`src/design/msd_pkg.sv`:
```
// Shared types and constants for the multi-server FIFO dispatcher.
// Used by the dispatcher core and the testbench; no dependencies.
`default_nettype none
package msd_pkg;

	// Sizing of the shared queue and the server bank.
	localparam int SERVER_COUNT = 3;
	localparam int QUEUE_DEPTH  = 64;
	localparam int PTR_W        = $clog2(QUEUE_DEPTH);
	localparam int FILL_W       = $clog2(QUEUE_DEPTH + 1);
	localparam int SRV_W        = 2;

	// Field widths of the stream words.
	localparam int ID_W   = 16;
	localparam int LEN_W  = 12;
	localparam int TIME_W = 32;
	localparam int ENTRY_W = ID_W + LEN_W;

	typedef logic [PTR_W-1:0]  ptr_t;
	typedef logic [FILL_W-1:0] fill_t;
	typedef logic [SRV_W-1:0]  srv_t;
	typedef logic [TIME_W-1:0] time_t;

	typedef enum logic [0:0] {
		CMD_ARRIVE = 1'b0,
		CMD_TICK   = 1'b1
	} cmd_t;

	typedef enum logic [2:0] {
		ST_QUEUED  = 3'd0,
		ST_DROPPED = 3'd1,
		ST_STARTED = 3'd2,
		ST_SERVING = 3'd3,
		ST_IDLE    = 3'd4
	} status_t;

	typedef enum logic [0:0] {
		FSM_IDLE = 1'b0,
		FSM_TICK = 1'b1
	} fsm_t;

	// Advance a queue pointer with wrap at the queue depth.
	function automatic ptr_t ptr_next(input ptr_t p);
		ptr_t r;
		if (p == PTR_W'(QUEUE_DEPTH - 1)) begin
			r = '0;
		end else begin
			r = p + PTR_W'(1);
		end
		return r;
	endfunction

endpackage
`default_nettype wire

```
`src/design/msd_ram.sv`:
```
// Generic single-write, single-read synchronous RAM with a registered read.
// A write to the address being read in the same cycle is forwarded to the read data.
`default_nettype none
module msd_ram #(
	parameter int WIDTH = 8,
	parameter int DEPTH = 16
) (
	input  wire logic                     clk,
	input  wire logic                     we,
	input  wire logic [$clog2(DEPTH)-1:0] waddr,
	input  wire logic [WIDTH-1:0]         wdata,
	input  wire logic [$clog2(DEPTH)-1:0] raddr,
	output logic      [WIDTH-1:0]         rdata
);

	logic [WIDTH-1:0] mem [DEPTH];

	// Write port.
	always_ff @(posedge clk) begin
		if (we) begin
			mem[waddr] <= wdata;
		end
	end

	// Registered read, write-first on an address match.
	always_ff @(posedge clk) begin
		if (we && (waddr == raddr)) begin
			rdata <= wdata;
		end else begin
			rdata <= mem[raddr];
		end
	end

endmodule
`default_nettype wire

```
`src/design/fifo_multi_server_dispatcher_core.sv`:
```
// Dispatcher core: one shared job queue in a synchronous RAM feeding a bank of servers.
// An arrive word gives its result word in the cycle after acceptance, so arrive
// words stream at one per cycle while the receiver keeps up. A tick word is accepted,
// then servers are visited one per cycle as the receiver allows, one result word each.
// The queue RAM is read ahead at the next head pointer, so no visit waits on a read.
// Asynchronous reset clears pointers, fill count, servers and time; the RAM needs none.
`default_nettype none
module fifo_multi_server_dispatcher_core import msd_pkg::*; (
	input  wire logic        clk,
	input  wire logic        arst_n,
	// Input words.
	input  wire logic        s_tvalid,
	output logic             s_tready,
	input  wire logic [31:0] s_tdata,  // job_id [15:0], service_length [27:16], zero pad
	input  wire logic [0:0]  s_tuser,  // command [0]
	input  wire logic        s_tlast,  // last_arrival
	// Result words.
	output logic             m_tvalid,
	input  wire logic        m_tready,
	output logic      [63:0] m_tdata,  // server_index [1:0], served_id [17:2],
	                                   // finish_time [49:18], queue_fill [56:50],
	                                   // all_done [57], zero pad
	output logic      [2:0]  m_tuser,  // status [2:0]
	output logic             m_tlast   // last result of the input word
);

	// Control and state registers.
	fsm_t              state_q, state_d;
	srv_t              srv_q, srv_d;
	ptr_t              head_q, head_d, tail_q, tail_d;
	fill_t             fill_q, fill_d;
	logic [SERVER_COUNT-1:0] busy_q, busy_d;
	logic [ID_W-1:0]   job_q [SERVER_COUNT];
	logic [ID_W-1:0]   job_d [SERVER_COUNT];
	time_t             end_q [SERVER_COUNT];
	time_t             end_d [SERVER_COUNT];
	time_t             now_q, now_d;
	logic              ended_q, ended_d;

	// Output register.
	logic              out_valid_q;
	srv_t              out_idx_q, out_idx_d;
	status_t           out_status_q, out_status_d;
	logic [ID_W-1:0]   out_id_q, out_id_d;
	time_t             out_fin_q, out_fin_d;
	fill_t             out_fill_q;
	logic              out_done_q, out_done_d;
	logic              out_last_q, out_last_d;
	logic              out_load;

	// Queue RAM ports.
	logic              wr_en;
	logic [ENTRY_W-1:0] wr_data, rd_data;
	logic [ID_W-1:0]   rd_id;
	logic [LEN_W-1:0]  rd_len;

	// Handshake and input fields.
	logic              out_free, in_fire, tick_step, srv_ready;
	cmd_t              in_cmd;
	logic [ID_W-1:0]   in_id;
	logic [LEN_W-1:0]  in_len, len_fix;

	assign in_cmd  = cmd_t'(s_tuser[0]);
	assign in_id   = s_tdata[ID_W-1:0];
	assign in_len  = s_tdata[ID_W+LEN_W-1:ID_W];
	assign len_fix = (in_len == '0) ? LEN_W'(1) : in_len;
	assign wr_data = {len_fix, in_id};
	assign rd_id   = rd_data[ID_W-1:0];
	assign rd_len  = rd_data[ENTRY_W-1:ID_W];

	assign out_free  = !out_valid_q || m_tready;
	assign s_tready  = (state_q == FSM_IDLE) && out_free;
	assign in_fire   = s_tvalid && s_tready;
	assign tick_step = (state_q == FSM_TICK) && out_free;
	assign srv_ready = !busy_q[srv_q] || (end_q[srv_q] == now_q);

	// Queue storage, read ahead at the head pointer of the next cycle.
	msd_ram #(
		.WIDTH (ENTRY_W),
		.DEPTH (QUEUE_DEPTH)
	) u_queue (
		.clk   (clk),
		.we    (wr_en),
		.waddr (tail_q),
		.wdata (wr_data),
		.raddr (head_d),
		.rdata (rd_data)
	);

	// Next state, queue updates and the result word.
	always_comb begin
		state_d      = state_q;
		srv_d        = srv_q;
		head_d       = head_q;
		tail_d       = tail_q;
		fill_d       = fill_q;
		busy_d       = busy_q;
		job_d        = job_q;
		end_d        = end_q;
		now_d        = now_q;
		ended_d      = ended_q;
		wr_en        = 1'b0;
		out_load     = 1'b0;
		out_idx_d    = '0;
		out_status_d = ST_QUEUED;
		out_id_d     = '0;
		out_fin_d    = '0;
		out_last_d   = 1'b1;
		case (state_q)
			FSM_IDLE: begin
				if (in_fire) begin
					case (in_cmd)
						CMD_ARRIVE: begin
							out_load = 1'b1;
							out_id_d = in_id;
							if (s_tlast) begin
								ended_d = 1'b1;
							end
							if (fill_q < FILL_W'(QUEUE_DEPTH)) begin
								wr_en        = 1'b1;
								tail_d       = ptr_next(tail_q);
								fill_d       = fill_q + FILL_W'(1);
								out_status_d = ST_QUEUED;
							end else begin
								out_status_d = ST_DROPPED;
							end
						end
						CMD_TICK: begin
							state_d = FSM_TICK;
							srv_d   = '0;
						end
						default: begin
							state_d = FSM_IDLE;
						end
					endcase
				end
			end
			FSM_TICK: begin
				if (tick_step) begin
					out_load   = 1'b1;
					out_idx_d  = srv_q;
					out_last_d = (srv_q == SRV_W'(SERVER_COUNT - 1));
					if (srv_ready) begin
						if (fill_q != '0) begin
							job_d[srv_q]  = rd_id;
							end_d[srv_q]  = now_q + TIME_W'(rd_len);
							busy_d[srv_q] = 1'b1;
							head_d        = ptr_next(head_q);
							fill_d        = fill_q - FILL_W'(1);
							out_status_d  = ST_STARTED;
							out_id_d      = rd_id;
							out_fin_d     = now_q + TIME_W'(rd_len);
						end else begin
							busy_d[srv_q] = 1'b0;
							out_status_d  = ST_IDLE;
						end
					end else begin
						out_status_d = ST_SERVING;
						out_id_d     = job_q[srv_q];
						out_fin_d    = end_q[srv_q];
					end
					if (out_last_d) begin
						state_d = FSM_IDLE;
						now_d   = now_q + TIME_W'(1);
					end else begin
						srv_d = srv_q + SRV_W'(1);
					end
				end
			end
			default: begin
				state_d = FSM_IDLE;
			end
		endcase
		out_done_d = ended_d && (fill_d == '0) && (busy_d == '0);
	end

	// Control state registers.
	always_ff @(posedge clk or negedge arst_n) begin
		if (!arst_n) begin
			state_q <= FSM_IDLE;
			srv_q   <= '0;
			head_q  <= '0;
			tail_q  <= '0;
			fill_q  <= '0;
			busy_q  <= '0;
			now_q   <= '0;
			ended_q <= 1'b0;
			for (int i = 0; i < SERVER_COUNT; i++) begin
				job_q[i] <= '0;
				end_q[i] <= '0;
			end
		end else begin
			state_q <= state_d;
			srv_q   <= srv_d;
			head_q  <= head_d;
			tail_q  <= tail_d;
			fill_q  <= fill_d;
			busy_q  <= busy_d;
			now_q   <= now_d;
			ended_q <= ended_d;
			job_q   <= job_d;
			end_q   <= end_d;
		end
	end

	// Output word valid flag.
	always_ff @(posedge clk or negedge arst_n) begin
		if (!arst_n) begin
			out_valid_q <= 1'b0;
		end else if (out_load) begin
			out_valid_q <= 1'b1;
		end else if (m_tready) begin
			out_valid_q <= 1'b0;
		end
	end

	// Output word payload.
	always_ff @(posedge clk) begin
		if (out_load) begin
			out_idx_q    <= out_idx_d;
			out_status_q <= out_status_d;
			out_id_q     <= out_id_d;
			out_fin_q    <= out_fin_d;
			out_fill_q   <= fill_d;
			out_done_q   <= out_done_d;
			out_last_q   <= out_last_d;
		end
	end

	assign m_tvalid = out_valid_q;
	assign m_tuser  = out_status_q;
	assign m_tlast  = out_last_q;
	assign m_tdata  = {6'd0, out_done_q, out_fill_q, out_fin_q, out_id_q, out_idx_q};

	// The fill count never passes the queue depth.
	a_fill_bound: assert property (@(posedge clk) disable iff (!arst_n)
		fill_q <= FILL_W'(QUEUE_DEPTH))
		else $error("queue fill count above depth");

	// An empty or full queue has its pointers together.
	a_ptr_meet: assert property (@(posedge clk) disable iff (!arst_n)
		(fill_q == '0 || fill_q == FILL_W'(QUEUE_DEPTH)) |-> head_q == tail_q)
		else $error("queue pointers disagree with fill count");

	// No input word is taken while servers are being visited.
	a_tick_block: assert property (@(posedge clk) disable iff (!arst_n)
		state_q == FSM_TICK |-> !s_tready)
		else $error("input accepted during a tick");

	// The visit of the final server marks the result as last and ends the tick.
	a_tick_last: assert property (@(posedge clk) disable iff (!arst_n)
		(tick_step && srv_q == SRV_W'(SERVER_COUNT - 1)) |=>
			(m_tlast && state_q == FSM_IDLE))
		else $error("tick did not end on its final server");

	// Time advances only as a tick completes.
	a_time_step: assert property (@(posedge clk) disable iff (!arst_n)
		(now_q != $past(now_q)) |-> ($past(state_q) == FSM_TICK && state_q == FSM_IDLE))
		else $error("time advanced outside a tick");

endmodule
`default_nettype wire

```
`config.mk`:
```
export PLATFORM = sky130hd
export DESIGN_NAME = fifo_multi_server_dispatcher_core
export DESIGN_NICKNAME = d
export VERILOG_FILES = /design/src/design/msd_pkg.sv /design/src/design/msd_ram.sv /design/src/design/fifo_multi_server_dispatcher_core.sv
export SDC_FILE = /design/constraint.sdc
export NUM_CORES = 2
export LEC_CHECK = 0
export ABC_AREA = 1
export BUFFER_PORTS_ARGS = -buffer_cell sky130_fd_sc_hd__buf_2
export CORE_UTILIZATION = 60
export DETAILED_ROUTE_END_ITERATION = 6
export PLACE_DENSITY_LB_ADDON = 0.05
export SLEW_MARGIN = 20
export SYNTH_ARGS = -nofsm -noshare
export SYNTH_HDL_FRONTEND = slang
export SYNTH_SLANG_ARGS = --single-unit
```
`constraint.sdc`:
```
create_clock -name clk -period 5.5 [get_ports clk]
set_input_delay 0.55 -clock clk [delete_from_list [all_inputs] [get_ports clk]]
set_output_delay 0.55 -clock clk [all_outputs]
set_load 0.02 [all_outputs]
```
==> metrics.md <==
| Metric | Value |
|---|---|
| Max-slew headroom | 15.3% |
| Area leader, netlist | edfxtp_1 |
| Post-CTS Repair Setup Buffers | 0 |
| Power Total | 50.2 mW |
| Layout cells sized above 1 | 10.4% |
| Die W | 375 um |
| Crit path DAT | 5.70 ns |
| Combinational Power Share | 36.9% |
| DP Cell Count | 8,475 |
| CTS buffer count | 204 |
| Max Clock Skew | 0.0233 ns |
| Cells after synthesis | 6,791 |
| Sequential area share after synthesis | 73.1% |
| Post-Route WL | 235 mm |
| Largest net degree at the start of global routing | 112 |
| NetSw | 19.5 mW |
| Vias/cell | 6.43 |
| Pre-antenna DRT Iters | 6 |
| Startpoint Class | register |
| Ratio of final minimum period to clock period | 93.8% |
| WL per Instance | 26.6 um |
| Pint | 30.7 mW |
| GRT Util Overall | 33.4% |
| CTS tree | done |
| Non-Filler Instances | 8,853 |
| Final hold vios | 0 |
| Clock buffer depth | 3 |
| CTS Sinks | 2,063 |
| Initial cell density of the core | 60.5% |
| Vias in the first global route | 53,700 |
| Initial antenna violation count | 9 |
| Status | complete, no violations |
| Area of the core | 138,000 um^2 |
| Endpoints failing setup | 0 |
| Reg-to-reg setup timing slack | 0.34 ns |
| Mean area per synthesized cell | 12.3 um^2 |
| CTS HTree Levels | 4 |
| Clk root buf | clkbuf_16 |
| I/O pins | 108 |
| FF-to-FF End | out_fin_q[26] |
| Placed inst area | 87,100 um^2 |
| Critical path class | reg2reg |
| Yosys Warn Count | 0 |
| Crit path capture | out_fin_q[26] |
| Post-route DRC violation count | 0 |
| Overflow after GRT | 0 |
| Flop pwr share | 37.1% |
| Synth top area share | 66.8% |
| Hold WC Path Type | in2reg |
| Synthesis-stage register bit count | 2,063 |
| Hpwl dp | 130 mm |
| R2R depth | 21 |
| TNS Setup | 0 ns |
| Routability cong. | 0.916 |
| F_max | 194 MHz |
| Fin crit period | 5.16 ns |
| Cell Pwr Density | 537 nW/um^2 |
| Global-route wire length before repair | 345 mm |
| Worst-path fanout max | 58 |
| Via count | 56,900 |
| CP Capture Type | register |
| 1st-iter DRT viols | 7,385 |
| Commonest non-fill, non-tap cell in the layout | edfxtp_1 |
| Worst-margin pin slew | 1.27 ns |
| Fin nets | 6,950 |
| Reg clk slew, reported paths | 0.06 ns |
| MaxCap Viol Count | 0 |
| Synth top area cells | edfxtp_1 67%, o21ai_0 7.2%, dfrtp_1 6.1% |
| Max VDD drop | 0.000305 V |
| Die height | 375 um |
| IO Port Bufs | 97 |
| Worst-skew pair later-pin latency | 0.84 ns |
| Leakage | 31.9 nW |
| DIE AREA | 140,000 um^2 |
| Max Slew Vio Count | 0 |
| Req. time, crit path | 6.05 ns |
| Leading cell types in the layout, fill and taps excluded | 1,854 x edfxtp_1, 1,217 x nor2_1, 1,194 x o21ai_0 |
| Post-synth cell types | 50 |
| Final instance area | 93,400 um^2 |
| Clock power share | 26.0% |
| Cell Rows | 136 |
| Post-route ant nets | 0 |
| Post-Syn Area | 83,300 um^2 |
| Sw Ratio | 38.9% |
| Area Growth Syn to Fin | 12.1% |
| RSZ-0062 raised after global routing | false |
-- power by group through the flow --
stage,Clock (mW),Sequential [mW],Combinational [mW]
floorplan,0,19.0,10.9
global placement,0,18.9,17.9
detailed placement,0,18.9,18.1
global route,13.8,18.7,20.1
CTS,13.2,18.6,18.2
finish,13.1,18.6,18.5
-- worst min path at each step --
stage / startpoint / to / slack, ns / depth (start not counted)
6_report: s_tuser / m_tvalid / 0.19 / 4
5_1_grt: s_tuser / m_tvalid / 0.19 / 4
4_1_cts: s_tuser / m_tvalid / 0.13 / 4
3_5_place_dp: job_q[46] / job_q[46] / 0.47 / 2
3_3_place_gp: job_q[46] / job_q[46] / 0.47 / 2
2_1_floorplan: arst_n / busy_q[0] / 0.25 / 0
-- registers in the layout, summed over array words and instances (netlist names), 3 cells and up, named ones only --
name and count:
tail_q 6, end_q 96, out_fill_q 7, busy_q 3, u_queue.mem 1792, fill_q 7
out_fin_q 32, now_q 32, head_q 6, m_tuser 3, out_id_q 16, job_q 48
-- layout make-up --
class	instances	area, um^2
Clock buffer	266	5470
Inverter	206	805
Tap cell	1794	2240
Antenna cell	1	2.50
Timing Repair Buffer	364	3010
Sequential cell	2063	60900
Multi-Input combinational cell	4052	20200
Clock inverter	107	729
Fill cell	9841	44300
-- metal layers --
metal	vias up	part of all wire [%]	GRT usage (%)
met3	412	9.8	5.53
met2	3045	46	51.9
met5	-	0.011	0
li1	25100	-	-
met4	4	3.5	12.2
met1	28300	41	48.0
-- cells by family (layout without fill, tap and decap cells) --
logic type      count (synthesis)  in the layout  share of synthesized area, %
compound gates               2007           2007                          13.5
xor+xnor                       52             52                         0.547
fa+ha+maj                      21             21                         0.324
buf+inv                       681            943                          3.25
flops                        2063           2063                          73.1
other cells                     1              7                       0.00450
simple gates                 1966           1966                          9.35
-- critical path, stage by stage, from the launching register on --
cell     delay [ns]
dfxtp_4        0.61
inv_8          0.23
buf_4          0.29
o21ai_0        0.16
o22ai_1        0.12
nor2_1         0.11
o32ai_1        0.12
o21ai_0        0.75
o21ai_1        0.32
ha_1           0.45
a21oi_1        0.08
o21ai_0        0.21
nand2_1        0.08
nand3_1        0.24
inv_1          0.13
nor2_1         0.20
inv_1          0.12
nor2_1         0.17
nand2_1        0.09
xor2_1         0.16
nand2_1        0.13
o21ai_0        0.10
-- cell usage after synthesis (all sizes together) --
library cell / n
fa: 1
xnor2: 4
nor4: 8
o32ai: 15
a31o: 1
or2: 6
a211oi: 1
o21bai: 7
a31oi: 4
xor2: 48
dfxtp: 6
clkinv: 4
o221ai: 59
a21boi: 1
o22ai: 576
dfrtp: 203
o21ai: 1258
a21oi: 39
o311ai: 6
nor3: 22
nand4: 14
o31ai: 3
inv: 202
a32o: 3
o21a: 1
a21o: 2
nor2: 1289
buf: 87
clkbuf: 388
nand3b: 6
o41ai: 1
edfxtp: 1854
conb: 1
ha: 20
nand2: 482
o211ai: 30
nand3: 139
-- what timing repair did --
action                                  in CTS  in global routing
hold endpoints to repair                    93                  0
endpoints found under the setup margin       0                  5
hold buffers                                 4                  0
gates resized for setup                      0                  2
-- per-stage QoR --
| step | utilization, % | hold WS (ns) | setup slack (ns) |
|---|---|---|---|
| 3_3_place_gp | 63.3 | 0.467 | 0.270 |
| 4_1_cts | 67.8 | 0.130 | 0.179 |
| 5_1_grt | 67.8 | 0.195 | 0.102 |
| 6_report | 67.8 | 0.186 | 0.342 |
| 2_1_floorplan | - | 0.254 | 0.143 |
| 3_5_place_dp | 63.3 | 0.473 | 0.199 |
Power figures use the tool's default switching activity.
